--- src/rtl/core/assert_macros.svh ---
// Assertion helpers shared by the core RTL.
`ifndef ASSERT_MACROS_SVH
`define ASSERT_MACROS_SVH

// Checks a property on every rising clock edge while out of reset.
`define ASSERT_CLK(lbl, clk, rst_n, prop) \
	lbl: assert property (@(posedge clk) disable iff (!rst_n) (prop)) \
		else $error("core assertion failed");

// Checks that one condition is followed by another in the next cycle.
`define ASSERT_NEXT(lbl, clk, rst_n, cond, prop) \
	lbl: assert property (@(posedge clk) disable iff (!rst_n) (cond) |=> (prop)) \
		else $error("core sequence assertion failed");

`endif

--- src/rtl/core/sbfu_pkg.sv ---
`timescale 1ns / 1ps
// ----------------------------------------------------------------------------
// sbfu_pkg
// Shared types, constants and channel-position tables of the frame unpacker.
// ----------------------------------------------------------------------------
package sbfu_pkg;

	localparam int FrameBytes = 25;
	localparam int ChBits     = 11;
	localparam int PosBits    = 5;

	localparam logic [7:0]         SYNC_RESET = 8'h0f;
	localparam logic [PosBits-1:0] POS_IDLE   = '0;
	localparam logic [PosBits-1:0] POS_LAST   = PosBits'(FrameBytes - 1);

	typedef struct packed {
		logic              has;
		logic              done;
		logic [3:0]        idx;
		logic [ChBits-1:0] val;
	} result_t;

	typedef struct packed {
		logic       hit;
		logic [3:0] ch;
	} chan_hit_t;

	// Maps the position count reached after a byte to the channel that byte completes.
	function automatic chan_hit_t chan_lookup(input logic [PosBits-1:0] pos);
		chan_hit_t r;
		r.hit = 1'b1;
		r.ch  = 4'd0;
		case (pos)
			5'd3:    r.ch = 4'd0;
			5'd4:    r.ch = 4'd1;
			5'd6:    r.ch = 4'd2;
			5'd7:    r.ch = 4'd3;
			5'd8:    r.ch = 4'd4;
			5'd10:   r.ch = 4'd5;
			5'd11:   r.ch = 4'd6;
			5'd12:   r.ch = 4'd7;
			5'd14:   r.ch = 4'd8;
			5'd15:   r.ch = 4'd9;
			5'd17:   r.ch = 4'd10;
			5'd18:   r.ch = 4'd11;
			5'd19:   r.ch = 4'd12;
			5'd21:   r.ch = 4'd13;
			5'd22:   r.ch = 4'd14;
			5'd23:   r.ch = 4'd15;
			default: r.hit = 1'b0;
		endcase
		return r;
	endfunction

	// Bit offset of a channel inside the three-byte window ending at its last byte.
	// The pattern repeats every eight channels (eleven bytes).
	function automatic logic [3:0] chan_offset(input logic [2:0] ch_lo);
		logic [3:0] off;
		case (ch_lo)
			3'd0:    off = 4'd8;
			3'd1:    off = 4'd11;
			3'd2:    off = 4'd6;
			3'd3:    off = 4'd9;
			3'd4:    off = 4'd12;
			3'd5:    off = 4'd7;
			3'd6:    off = 4'd10;
			3'd7:    off = 4'd13;
			default: off = 4'd8;
		endcase
		return off;
	endfunction

endpackage

--- src/rtl/core/sbfu_tracker.sv ---
`timescale 1ns / 1ps
// ----------------------------------------------------------------------------
// sbfu_tracker
// Frame position tracking and channel extraction for one beat at a time.
// ----------------------------------------------------------------------------
`include "assert_macros.svh"

module sbfu_tracker
	import sbfu_pkg::*;
(
	input  logic          clk,
	input  logic          arst_n,
	input  logic [7:0]    sync_byte,
	input  logic          valid,
	input  logic          adv,
	input  logic [7:0]    data,
	output result_t       res
);

	logic [PosBits-1:0] pos_q;
	logic [7:0]         prev1_q;
	logic [7:0]         prev2_q;

	logic               take;
	logic               last;
	logic [PosBits-1:0] pos_inc;
	chan_hit_t          hit;
	logic [23:0]        window;

	always_comb begin
		take    = valid && ((pos_q != POS_IDLE) || (data == sync_byte));
		last    = (pos_q == POS_LAST);
		pos_inc = pos_q + PosBits'(1);
		hit     = chan_lookup(pos_inc);
		// The channel that completes now lies in the current byte and the two before it.
		window  = {data, prev1_q, prev2_q};

		res.has  = take && (last || hit.hit);
		res.done = last;
		res.idx  = last ? 4'd0 : hit.ch;
		res.val  = last ? '0 : ChBits'(window >> chan_offset(hit.ch[2:0]));
	end

	always_ff @(posedge clk or negedge arst_n) begin
		if (!arst_n) begin
			pos_q <= POS_IDLE;
		end else if (adv && take) begin
			pos_q <= last ? POS_IDLE : pos_inc;
		end
	end

	always_ff @(posedge clk) begin
		if (adv && take) begin
			prev2_q <= prev1_q;
			prev1_q <= data;
		end
	end

	`ASSERT_CLK(a_pos_range, clk, arst_n, pos_q <= POS_LAST)
	`ASSERT_NEXT(a_done_to_idle, clk, arst_n, adv && res.has && res.done, pos_q == POS_IDLE)
	`ASSERT_NEXT(a_sync_opens, clk, arst_n, adv && valid && pos_q == POS_IDLE && data == sync_byte,
		pos_q == PosBits'(1))

endmodule

--- src/rtl/core/sbus_frame_channel_unpacker_core.sv ---
`timescale 1ns / 1ps
// ----------------------------------------------------------------------------
// sbus_frame_channel_unpacker_core
// Unpacks the sixteen 11-bit channels of a 25-byte serial bus frame.
// ----------------------------------------------------------------------------
// Usage:
//   Received bytes enter on in_valid / in_stall / rx_byte, one byte per beat.
//   While idle, bytes other than the sync byte are dropped. The sync byte opens
//   a 25-byte frame; each channel is sent on out_valid / out_stall as soon as
//   the byte that completes it is in, and the 25th byte yields a beat with
//   frame_done set and zero index and value.
//   cfg_wr_en / cfg_wr_data write the sync byte; write it only while idle.
// Path: a result passes the input register, then the output register; a stalled
//   output can hold it in the input register.
// Throughput: one byte per cycle while in_stall is low, set by the single-pass
//   decode between the input register and the output register.
// Reset: the sync byte returns to 0x0f and the unpacker waits for a sync byte.
// Stall: a held result keeps its beat; the input register keeps draining bytes
//   that give no result, and in_stall rises only when a byte with a result
//   waits behind a stalled output.
// ----------------------------------------------------------------------------
`include "assert_macros.svh"

module sbus_frame_channel_unpacker_core
	import sbfu_pkg::*;
(
	input  logic              clk,
	input  logic              arst_n,
	input  logic              cfg_wr_en,
	input  logic [7:0]        cfg_wr_data,
	input  logic              in_valid,
	output logic              in_stall,
	input  logic [7:0]        rx_byte,
	output logic              out_valid,
	input  logic              out_stall,
	output logic [3:0]        channel_index,
	output logic [ChBits-1:0] channel_value,
	output logic              frame_done
);

	logic [7:0]        sync_byte_q;
	logic              valid_s1;
	logic [7:0]        byte_s1;
	logic              out_valid_q;
	logic [3:0]        idx_q;
	logic [ChBits-1:0] val_q;
	logic              done_q;
	logic              adv;
	result_t           res;

	assign adv      = valid_s1 && (!res.has || !out_valid_q || !out_stall);
	assign in_stall = valid_s1 && !adv;

	sbfu_tracker u_tracker (
		.clk       (clk),
		.arst_n    (arst_n),
		.sync_byte (sync_byte_q),
		.valid     (valid_s1),
		.adv       (adv),
		.data      (byte_s1),
		.res       (res)
	);

	always_ff @(posedge clk or negedge arst_n) begin
		if (!arst_n) begin
			sync_byte_q <= SYNC_RESET;
		end else if (cfg_wr_en) begin
			sync_byte_q <= cfg_wr_data;
		end
	end

	always_ff @(posedge clk or negedge arst_n) begin
		if (!arst_n) begin
			valid_s1 <= 1'b0;
		end else if (in_valid && !in_stall) begin
			valid_s1 <= 1'b1;
		end else if (adv) begin
			valid_s1 <= 1'b0;
		end
	end

	always_ff @(posedge clk) begin
		if (in_valid && !in_stall) begin
			byte_s1 <= rx_byte;
		end
	end

	always_ff @(posedge clk or negedge arst_n) begin
		if (!arst_n) begin
			out_valid_q <= 1'b0;
		end else if (adv && res.has) begin
			out_valid_q <= 1'b1;
		end else if (!out_stall) begin
			out_valid_q <= 1'b0;
		end
	end

	always_ff @(posedge clk) begin
		if (adv && res.has) begin
			idx_q  <= res.idx;
			val_q  <= res.val;
			done_q <= res.done;
		end
	end

	assign out_valid     = out_valid_q;
	assign channel_index = idx_q;
	assign channel_value = val_q;
	assign frame_done    = done_q;

	`ASSERT_CLK(a_done_zero, clk, arst_n,
		!(out_valid && frame_done) || (channel_index == 4'd0 && channel_value == '0))
	`ASSERT_CLK(a_stall_needs_item, clk, arst_n, valid_s1 || !in_stall)
	`ASSERT_CLK(a_accept_drains, clk, arst_n, !(in_valid && !in_stall && valid_s1) || adv)

endmodule

--- config.mk ---
export PLATFORM = sky130hd
export DESIGN_NAME = sbus_frame_channel_unpacker_core
export DESIGN_NICKNAME = d
export VERILOG_FILES = /design/src/rtl/core/sbfu_pkg.sv /design/src/rtl/core/sbfu_tracker.sv /design/src/rtl/core/sbus_frame_channel_unpacker_core.sv
export VERILOG_INCLUDE_DIRS = /design/src /design/src/rtl/core
export SDC_FILE = /design/constraint.sdc
export NUM_CORES = 1
export LEC_CHECK = 0
export CAP_MARGIN = 0
export CORE_MARGIN = 4
export CORE_UTILIZATION = 64
export CTS_CLUSTER_SIZE = 30
export DETAILED_ROUTE_END_ITERATION = 6
export DONT_BUFFER_PORTS = 1
export PLACE_DENSITY = 0.88
export SETUP_SLACK_MARGIN = 0.02
export SYNTH_ARGS = -nofsm -noshare
export SYNTH_HDL_FRONTEND = slang
export SYNTH_SLANG_ARGS = --single-unit
--- constraint.sdc ---
create_clock -name clk -period 5.8 [get_ports clk]
set_clock_uncertainty 0.2 [all_clocks]
set_input_delay 0.87 -clock clk [delete_from_list [all_inputs] [get_ports clk]]
set_output_delay 0.87 -clock clk [all_outputs]
set_load 0.05 [all_outputs]
Word level (Yosys, flattened, before mapping)
Memory sizes are Yosys's and may differ from the RTL's.
Cells that the tools add are included.

storage, ports and cells
  bits in registers = 55
  ROM bits = 32
  output and inout bits = 18
  memories kept = 1

cells by class
  $add $sub $neg = 1
  equal/unequal tests = 19
  shift operators = 1
  muxes and demuxes = 7
  reductions and logical operators = 19

memory list
  name             words  bits a word  read ports  clocked after Yosys merged registers in  write ports  RTL line        RTL
  (no name shown)  8      4            1           0                                        0            sbfu_pkg.sv:59  case (ch_lo)

operators by type and width
  operator                                        number
  case mux 4 bit (15 select lines)                1
  == test 5 bit (second input constant)           7
  == test 5 x 4 -> 1 bit (second input constant)  6
  >> shifter 24 x 4 -> 11 bit                     1
  OR reduction 16 bit                             1
  == test 5 x 3 -> 1 bit (second input constant)  3
  == test 8 bit                                   1
  logical AND 1 bit                               7
  adder 5 x 1 -> 5 bit (second input constant)    1
  == test 5 x 2 -> 1 bit (second input constant)  1
  logical NOT 1 bit                               5
  two-way mux 1 bit                               5
  two-way mux 5 bit                               1
  nonzero test 5 bit                              1
  logical OR 1 bit                                4
  != test 2 x 1 -> 1 bit (second input constant)  1
  nonzero test 2 bit                              1

Depth between registers and ports, before layout
Gate-level depths: netlist (run 1).

  depth in word-level cells = 15
  mapped depth = 17
  gate-level depth less buffers = 12

By module
Synthesis (run 1) repeated with hierarchy kept, for this count alone.

unflattened totals
  cells, all modules = 290
  area total of the unflattened synthesis = 3,504.6 um^2

by module, submodules not included
  module                            times used  cells an instance  area an instance (um^2)  seq. area each (um^2)
  sbfu_tracker                      1           237                2,348.5                  605.6
  sbus_frame_channel_unpacker_core  1           53                 1,156.1                  975.9

Worst setup path before layout (run 1)
No wires, ideal clock.

  path type = register to register
  from = reg u_tracker.pos_q[0]
  to = reg u_tracker.pos_q[3]
  library setup time = 0.122 ns
  arrival time = 3.981 ns
  setup slack = 1.498 ns
  cell stages (with the launch flop) = 10
  period minus slack after synthesis = 4.302 ns
  cell sequence = dfrtp_1 > ha_1 > buf_6 > xor2_1 > mux2i_1 > o22a_1 > a311oi_1 > nor2_1 > clkbuf_1 > a22o_1

on the way
  word-level cells in the longest chain between the ends = 11
  elaborated cells on any way between the ends = 31
  those cells by class = add/sub (1); eq/ne (17); mux (2); reduce/logical (11)

ends and longest elaborated chain
  item                                                  RTL line                                RTL
  start: declaration                                    sbfu_tracker.sv:20                      logic [PosBits-1:0] pos_q;
  start signal: assignment                              sbfu_tracker.sv:48                      pos_q <= last ? POS_IDLE : pos_inc;
  adder 5 x 1 -> 5 bit                                  sbfu_tracker.sv:33                      pos_inc = pos_q + PosBits'(1);
  == test 5 x 2 -> 1 bit, or another cell as far along  sbfu_pkg.sv:33                          case (pos)
  OR reduction 16 bit (no source line)                  --
  two-way mux 1 bit                                     sbfu_pkg.sv:33
  logical OR 1 bit                                      sbfu_tracker.sv:38                      res.has = take && (last || hit.hit);
  logical AND 1 bit                                     sbfu_tracker.sv:38
  logical NOT 1 bit                                     sbus_frame_channel_unpacker_core.sv:51  assign adv = valid_s1 && (!res.has || !out_valid_q || !out_stall);
  logical OR 1 bit (2 in a row)                         sbus_frame_channel_unpacker_core.sv:51
  logical AND 1 bit                                     sbus_frame_channel_unpacker_core.sv:51
  logical AND 1 bit                                     sbfu_tracker.sv:47                      end else if (adv && take) begin

Several ways; a longest one is shown, not always the timed one.
A chain may end at the register's enable or synchronous reset.

==> results.sh, run 1 <==
export IMPL_diodes=0
export IMPL_period_share_pct=78.0
export IMPL_insertion_delay_ns=0.32
export IMPL_worstPathArrival_ns=4.39
export IMPL_hold_class="input pin to async pin"
export IMPL_grt_usage_pct=23.4
export IMPL_final_antenna_net_count=0
export IMPL_startpoint_type="flip-flop"
export IMPL_grt_pass1_wl_um=11700
export IMPL_slowest_stage="ha_1"
export IMPL_synthFlopType="edfxtp_1"
export IMPL_crit_path_max_incr_delay_ns=0.80
export IMPL_cap_violations=0
export IMPL_grt_use_met2_pct=36.5
export IMPL_dieArea_mm2=0.00671
export IMPL_syn_inst=277
export IMPL_busiest_layer="met2"
export IMPL_dp_slack_ns=1.31
export IMPL_finish_utilization_pct=69.4
export IMPL_yosys_warnings=0
export IMPL_reg2reg_depth=10
export IMPL_post_place_cells=335
export IMPL_crit_required_ns=5.67
export IMPL_htree_levels=2
export IMPL_drcViolationCount=0
export IMPL_max_slew_margin_pct=21.4
export IMPL_die_height_um=81.9
export IMPL_finalSetupTns_ns=0
export IMPL_hpwl_um=5260
export IMPL_synth_edf_count=40
export IMPL_cts_made_buffers=5
export IMPL_outcome="finished clean"
export IMPL_async_flop_share_pct=27.3
export IMPL_grtUsageMet3_pct=5.15
export IMPL_port_buffers=0
export IMPL_vias_per_cell=6.98
export IMPL_slew_violations=0
export IMPL_crit_path_cell_trace="ha_1, xor2_1, mux2i_1, o22a_1, o31ai_1, ha_1, inv_2, mux4_2, a22oi_1, o21ai_1"
export IMPL_use_met1_pct=32.9
export IMPL_syn_nets=306
export IMPL_coreArea_mm2=0.00520
export IMPL_num_vias=2394
export IMPL_die_x_um=81.9
export IMPL_layoutNonFillerInstCount=343
export IMPL_antenna_found_initial=0
export IMPL_drive_above_1_share_pct=22.7
export IMPL_grt_pass1_vias=2306
export IMPL_rows=26
export IMPL_clk_pin_slew_ns=0.10
export IMPL_gp_congestion=1.02
export IMPL_drtIter0Drc=382
export IMPL_finalSetupViolations=0
export IMPL_holdBufCountCts=0
export IMPL_cts_sinks=55
export IMPL_wl_per_cell_um=20.6
export IMPL_fmax_ghz=0.221
export IMPL_wirelength_um=7080
export IMPL_critPathMaxFanout=19
export IMPL_synth_avg_cell_area_um2=12.6
export IMPL_clockRootBuffer="clkbuf_8"
export IMPL_grt_max_degree=30
export IMPL_post_cts_resized=0
export IMPL_dr_pass1_iters=5
export IMPL_worst_pin_slew_ns=1.18
export IMPL_syn_area_mm2=0.00349
export IMPL_start_util_pct=67.1
export IMPL_fin_ws_ns=1.28
export IMPL_cts_setup_buffers=0
export IMPL_overflow=0
export IMPL_ys_types=55
export IMPL_nNetsFinal=301
export IMPL_rsz0062_at_grt="false"
export IMPL_finalHoldViolCount=0
export IMPL_clockBufferDepth=2
export IMPL_area_growth_pct=3.29
export IMPL_crit_top_cell="ha_1"
export IMPL_yosys_register_bits=55
export IMPL_crit_type="flip-flop to flip-flop"
export IMPL_cts_tree="yes"
export IMPL_ys_seq_area_share_pct=45.3
export IMPL_ios=39
export IMPL_fin_crit_ns=4.52
export IMPL_cp_end_kind="flip-flop"
logic make-up (layout without fill, tap and decap cells):
group	after synthesis	after routing	share of synthesized area [%]
adders and majority gates	8	8	2.86
and+or+nand+nor	61	61	9.38
DFF	55	55	45.3
muxes	44	44	19.7
buffers and inverters	33	29	4.76
AOI/OAI and AO/OA	61	61	13.6
xor gates and xnor gates	15	15	4.51
layout by cell type (no fill, tap or decap), types with 5 or more instances in the layout:
master      n
a32oi_1     5
edfxtp_1   40
o211ai_1   12
o21ai_0     5
o31ai_1     7
mux4_2     18
mux2_2     13
mux2i_1    12
clkbuf_8    5
inv_1      15
nand3_1     9
xnor2_1    11
ha_1        8
nand2_1    20
nor2_1     10
o2111ai_1   5
dfrtp_1    11
worst max-delay path, delay by kind of cell (launching register included):
family	cells	cell delay, ns
multiplexers	2	0.81
buffers and inverters	1	0.34
flip-flops	1	0.48
XOR/XNOR	1	0.62
AO/OA/AOI/OAI	4	0.67
adder cells (fa/ha/maj)	2	1.17
state kept, by name (all words and copies together), names as in the netlist:
| signal | flops |
|---|---|
| valid_s1 | 1 |
| channel_index | 4 |
| frame_done | 1 |
| u_tracker.prev2_q | 8 |
| u_tracker.pos_q | 5 |
| sync_byte_q | 8 |
| channel_value | 11 |
| byte_s1 | 8 |
| out_valid | 1 |
| u_tracker.prev1_q | 8 |
layer usage:
layer	wire [um]	vias to the layer above
met5	0	-
li1	-	1084
met4	114	0
met3	669	17
met2	3390	172
met1	2900	1121
stage by stage:
stage	area [um^2]	hold slack [ns]
floorplan	3490	0.280
global placement	3510	0.318
detailed placement	3510	0.329
CTS	3610	0.0277
global route	3610	0.000801
finish	3610	0.0336
final timing paths:
| check | from | endpoint | slack [ns] |
|---|---|---|---|
| max in group asynchronous | arst_n | sync_byte_q[2]$_DFFE_PN1P_ | 5.20 |
| min in group clk | sync_byte_q[6]$_DFFE_PN0P_ | sync_byte_q[6]$_DFFE_PN0P_ | 0.34 |
| setup reg to reg | u_tracker.pos_q[1]$_DFFE_PN0P_ | channel_value[1]$_SDFFCE_PP0P_ | 1.28 |
| setup / recovery | u_tracker.pos_q[1]$_DFFE_PN0P_ | channel_value[1]$_SDFFCE_PP0P_ | 1.28 |
| hold / removal | arst_n | u_tracker.pos_q[0]$_DFFE_PN0P_ | 0.03 |
| hold reg to reg | sync_byte_q[6]$_DFFE_PN0P_ | sync_byte_q[6]$_DFFE_PN0P_ | 0.34 |
layout make-up:
class	instances	area, um^2
clock buffers	5	68.8
clock inverters	3	28.8
fillers	348	1600
inverters	18	67.6
multi-input cells	189	1750
flip-flops and latches	55	1580
well taps	70	87.6
repair buffers	3	22.5
synthesized netlist by cell type (all sizes together) (3+ instances only):
| master | number | area share (%) |
|---|---|---|
| inv | 18 | 1.9 |
| a21oi | 4 | 0.57 |
| o31ai | 7 | 1.5 |
| mux2 | 14 | 4.6 |
| clkbuf | 7 | 0.75 |
| nor3 | 6 | 1.3 |
| mux2i | 12 | 3.4 |
| xnor2 | 13 | 4.0 |
| o21ai | 7 | 1.0 |
| nand3 | 11 | 2.3 |
| buf | 8 | 2.1 |
| dfstp | 4 | 3.0 |
| a32oi | 5 | 1.3 |
| nor2 | 10 | 1.1 |
| dfrtp | 11 | 7.9 |
| mux4 | 18 | 12 |
| nand4 | 4 | 0.72 |
| o2111ai | 5 | 1.3 |
| edfxtp | 40 | 34 |
| o221ai | 3 | 0.75 |
| a22oi | 4 | 0.86 |
| ha | 8 | 2.9 |
| and3 | 3 | 0.54 |
| o211ai | 12 | 2.6 |
| nand2 | 20 | 2.1 |
Power of run 1 is not shown: default switching activity piles up to over one toggle a cycle in this logic, so the estimate is an artifact.
==> run 2, diff against run 1 <==
- CORE_UTILIZATION: 64 -> 58
- PLACE_DENSITY: 0.88 -> 0.84
- clock period: 5.8 -> 3.9 ns (I/O delays scaled with it)
==> run 2 against run 1 <==
Via count rose by 5.2%. Critical path depth rose by 1. Global-route usage fell by 1.4 points. Core utilization fell by 5.6 points. Non-clock buffer count rose by 13. Final cell count rose by 5.2%. First-iteration DRC count rose by 8.4%. Worst hold slack improved by 0.12 ns. Worst setup slack got worse by 1.1 ns. Count of clock-buffer cells in the layout did not move. Critical path type unchanged. Highest routed layer unchanged.
==> results.sh, run 2 (same netlist as run 1, synthesis figures left out) <==
export IMPL_gp_congestion=0.922
export IMPL_dp_slack_ns=0.0678
export IMPL_clk_pin_slew_ns=0.11
export IMPL_ios=39
export IMPL_fin_crit_ns=3.72
export IMPL_startpoint_type="flip-flop"
export IMPL_cts_tree="yes"
export IMPL_worstPathArrival_ns=3.61
export IMPL_multi_input_area_mm2=0.00177
export IMPL_crit_type="flip-flop to flip-flop"
export IMPL_insertion_delay_ns=0.32
export IMPL_htree_levels=2
export IMPL_clockBufferDepth=2
export IMPL_cts_sinks=55
export IMPL_layoutNonFillerInstCount=361
export IMPL_crit_required_ns=3.78
export IMPL_drtIter0Drc=414
export IMPL_cts_setup_buffers=0
export IMPL_r2r_slack_ns=0.18
export IMPL_final_antenna_net_count=0
export IMPL_whs_ns=0.152
export IMPL_grt_max_degree=29
export IMPL_finalHoldViolCount=0
export IMPL_diodes=0
export IMPL_fill_cells=431
export IMPL_clockRootBuffer="clkbuf_8"
export IMPL_max_slew_margin_pct=53.3
export IMPL_drcViolationCount=0
export IMPL_hold_path_depth=0
export IMPL_coreArea_mm2=0.00589
export IMPL_vias_per_cell=6.98
export IMPL_dieArea_mm2=0.00733
export IMPL_hold_end="byte_s1[4]$_DFFE_PP_"
export IMPL_port_buffers=0
export IMPL_cts_made_buffers=5
export IMPL_num_vias=2518
export IMPL_cap_violations=0
export IMPL_hpwl_um=5610
export IMPL_grt_pass1_wl_um=12500
export IMPL_grt_pass1_vias=2351
export IMPL_hold_class="input pin to flip-flop"
export IMPL_overflow=0
export IMPL_fin_ws_ns=0.176
export IMPL_wirelength_um=7850
export IMPL_largest_register_ffs=11
export IMPL_fmax_ghz=0.268
export IMPL_post_place_cells=352
export IMPL_nNetsFinal=314
export IMPL_wl_per_cell_um=21.7
export IMPL_period_share_pct=95.5
export IMPL_rows=28
export IMPL_antenna_found_initial=0
export IMPL_cp_end_kind="flip-flop"
export IMPL_design_area_mm2=0.00375
export IMPL_drive_above_1_share_pct=27.6
export IMPL_worst_pin_slew_ns=0.698
export IMPL_critPathMaxFanout=18
export IMPL_r2r_start="u_tracker.pos_q[0]$_DFFE_PN0P_"
export IMPL_slew_violations=0
export IMPL_mostFrequentLayoutCells="edfxtp_1, nand2_1, mux4_2, inv_1, buf_4"
export IMPL_start_util_pct=59.4
export IMPL_place_area_mm2=0.00362
export IMPL_regArea_mm2=0.00158
export IMPL_mostFrequentLayoutCell="edfxtp_1"
export IMPL_outcome="finished clean"
export IMPL_reg2reg_depth=11
export IMPL_r2r_end="channel_value[1]$_SDFFCE_PP0P_"
export IMPL_finalSetupViolations=0
export IMPL_dr_pass1_iters=5
export IMPL_die_x_um=85.6
export IMPL_grt_usage_pct=22.0
export IMPL_die_height_um=85.6
export IMPL_min_from="rx_byte[4]"
export IMPL_area_growth_pct=7.41
run 2: layout make-up:
type | count | area share, %
Clock buffer | 5 | 1.83
Clock inverter | 3 | 0.900
Inverter | 18 | 1.87
Multi-Input combinational cell | 189 | 47.1
Sequential cell | 55 | 42.2
Tap cell | 75 | 2.50
Timing Repair Buffer | 16 | 3.60
run 2: what timing repair did:
item                                   4_1_cts  5_1_grt
gates resized for setup                      0        7
endpoints found under the hold margin       15        0
setup endpoints to repair                    0        8
hold buffers                                 1        0
run 2: how the worst max path moves through the flow:
| stage | from | endpoint | slack, ns | cells after the start |
|---|---|---|---|---|
| 3_3_place_gp | u_tracker.pos_q[0]$_DFFE_PN0P_ | channel_value[1]$_SDFFCE_PP0P_ | 0.18 | 11 |
| 2_1_floorplan | u_tracker.pos_q[0]$_DFFE_PN0P_ | channel_value[8]$_SDFFCE_PP0P_ | 0.02 | 15 |
| 5_1_grt | u_tracker.pos_q[0]$_DFFE_PN0P_ | channel_value[1]$_SDFFCE_PP0P_ | -0.003 | 11 |
| 3_5_place_dp | u_tracker.pos_q[0]$_DFFE_PN0P_ | channel_value[1]$_SDFFCE_PP0P_ | 0.07 | 11 |
| 4_1_cts | u_tracker.pos_q[0]$_DFFE_PN0P_ | channel_value[1]$_SDFFCE_PP0P_ | 0.03 | 11 |
| 6_report | u_tracker.pos_q[0]$_DFFE_PN0P_ | channel_value[1]$_SDFFCE_PP0P_ | 0.18 | 11 |
run 2: per-stage QoR:
stage / TNS (ns) / utilization, %
global placement: 0 / 61.5
global route: -0.00287 / 63.8
finish: 0 / 63.8
CTS: 0 / 63.4
floorplan: 0 / -
detailed placement: 0 / 61.5
run 2: routing by layer:
metal	part of all wire [%]	track usage [%]
met1	42	30.4
met2	47	34.5
met3	8.6	4.23
met4	2.4	8.49
met5	0	0
run 2: critical path, cell delays in order, from the launching register on:
cell	delay [ns]
dfrtp_2	0.44
ha_2	0.26
nand3_4	0.12
xnor2_4	0.27
mux2_4	0.34
a31o_4	0.28
nor3_4	0.21
ha_1	0.32
inv_4	0.21
mux4_2	0.55
a22oi_1	0.19
o21ai_1	0.09
Power of run 2 is left out for the same reason.
==> run 3, diff against run 2 <==
- CORE_ASPECT_RATIO: unset -> 1.4
==> run 3 against run 2 <==
Via count down 3.5%. Die area up 0.24%. Global-route usage down 0.14 points. Final cell count down 0.83%. Design area about the same. Critical path type unchanged. Critical endpoint is now channel_value[3]$_SDFFCE_PP0P_. Largest cell class unchanged.
==> results.sh, run 3 (same netlist as run 1, synthesis figures left out) <==
export IMPL_port_buffers=0
export IMPL_cap_violations=0
export IMPL_die_x_um=73.6
export IMPL_whs_ns=0.149
export IMPL_finalSetupTns_ns=0
export IMPL_crit_required_ns=3.77
export IMPL_coreArea_mm2=0.00586
export IMPL_min_from="rx_byte[2]"
export IMPL_wl_per_cell_um=20.8
export IMPL_clockRootBuffer="clkbuf_8"
export IMPL_finalHoldViolCount=0
export IMPL_rsz0062_at_grt="false"
export IMPL_place_area_mm2=0.00363
export IMPL_hold_class="input pin to flip-flop"
export IMPL_largest_register_ffs=11
export IMPL_clk_pin_slew_ns=0.11
export IMPL_fin_crit_ns=3.68
export IMPL_r2r_start="u_tracker.pos_q[0]$_DFFE_PN0P_"
export IMPL_drtIter0Drc=253
export IMPL_dieArea_mm2=0.00735
export IMPL_nNetsFinal=316
export IMPL_htree_levels=2
export IMPL_cp_end_kind="flip-flop"
export IMPL_drive_above_1_share_pct=27.8
export IMPL_hold_end="byte_s1[2]$_DFFE_PP_"
export IMPL_finalSetupViolations=0
export IMPL_startpoint_type="flip-flop"
export IMPL_num_vias=2431
export IMPL_gp_congestion=0.944
export IMPL_grt_pass1_wl_um=12300
export IMPL_die_height_um=99.8
export IMPL_regArea_mm2=0.00158
export IMPL_overflow=0
export IMPL_drcViolationCount=0
export IMPL_wirelength_um=7440
export IMPL_area_growth_pct=7.52
export IMPL_diodes=0
export IMPL_crit_type="flip-flop to flip-flop"
export IMPL_mostFrequentLayoutCells="edfxtp_1, nand2_1, mux4_2, buf_4, inv_1"
export IMPL_reg2reg_depth=12
export IMPL_slew_violations=0
export IMPL_start_util_pct=59.6
export IMPL_final_antenna_net_count=0
export IMPL_antenna_found_initial=0
export IMPL_critPathMaxFanout=9
export IMPL_cts_made_buffers=5
export IMPL_fmax_ghz=0.272
export IMPL_multi_input_area_mm2=0.00177
export IMPL_r2r_slack_ns=0.22
export IMPL_grt_usage_pct=21.8
export IMPL_finish_utilization_pct=64.1
export IMPL_mostFrequentLayoutCell="edfxtp_1"
export IMPL_outcome="finished clean"
export IMPL_hpwl_um=5700
export IMPL_fill_cells=435
export IMPL_worstPathArrival_ns=3.55
export IMPL_cts_tree="yes"
export IMPL_vias_per_cell=6.79
export IMPL_rows=33
export IMPL_clockBufferDepth=2
export IMPL_r2r_end="channel_value[3]$_SDFFCE_PP0P_"
export IMPL_grt_max_degree=29
export IMPL_max_slew_margin_pct=53.6
export IMPL_design_area_mm2=0.00376
export IMPL_dr_pass1_iters=5
export IMPL_worst_pin_slew_ns=0.695
export IMPL_cts_sinks=55
export IMPL_insertion_delay_ns=0.32
export IMPL_period_share_pct=94.4
export IMPL_grt_pass1_vias=2506
export IMPL_hold_path_depth=0
export IMPL_ios=39
[run 3: worst max-delay path, cell delays in order, from the launching register on]
cell      delay, ns
dfrtp_1        0.47
ha_1           0.25
nand3_4        0.12
xnor2_4        0.24
mux2_4         0.34
a31o_4         0.28
nor3_4         0.19
ha_1           0.24
inv_1          0.07
mux2_2         0.37
and3_2         0.30
a32oi_1        0.24
o211ai_1       0.12
[run 3: how the worst max path moves through the flow]
stage	startpoint	end	slack, ns
after CTS	u_tracker.pos_q[0]$_DFFE_PN0P_	channel_value[7]$_SDFFCE_PP0P_	0.19
after global routing	u_tracker.pos_q[0]$_DFFE_PN0P_	channel_value[7]$_SDFFCE_PP0P_	0.04
after global placement	u_tracker.pos_q[0]$_DFFE_PN0P_	channel_value[1]$_SDFFCE_PP0P_	0.33
after floorplan	u_tracker.pos_q[0]$_DFFE_PN0P_	channel_value[8]$_SDFFCE_PP0P_	0.02
final	u_tracker.pos_q[0]$_DFFE_PN0P_	channel_value[3]$_SDFFCE_PP0P_	0.22
after detailed placement	u_tracker.pos_q[0]$_DFFE_PN0P_	channel_value[7]$_SDFFCE_PP0P_	0.20
[run 3: cell type report]
type | count | share of cell area [%]
multi-input cells | 189 | 47.0
flip-flops and latches | 55 | 42.1
repair buffers | 18 | 4.00
well taps | 70 | 2.33
clock buffers | 5 | 1.83
inverters | 18 | 1.86
clock inverters | 3 | 0.899
[run 3: routing by layer]
| metal | GRT usage, % | routed length, um | up-vias |
|---|---|---|---|
| met3 | 4.71 | 532 | 24 |
| li1 | - | - | 1114 |
| met4 | 9.48 | 233 | 0 |
| met5 | 0 | 0 | - |
| met2 | 36.7 | 3960 | 136 |
| met1 | 26.6 | 2710 | 1157 |
[run 3: timing repair]
item | in CTS | in global routing
hold buffers | 1 | 0
endpoints found under the setup margin | 0 | 8
buffers inserted | 0 | 0
resized for setup | 0 | 5
endpoints found under the hold margin | 15 | 0
[run 3: stage by stage]
step,worst slack (ns),cells
after floorplan,0.0223,277
after global placement,0.327,349
after detailed placement,0.202,349
after CTS,0.188,358
after global routing,0.0384,358
final,0.220,358
Power of run 3 is left out for the same reason.
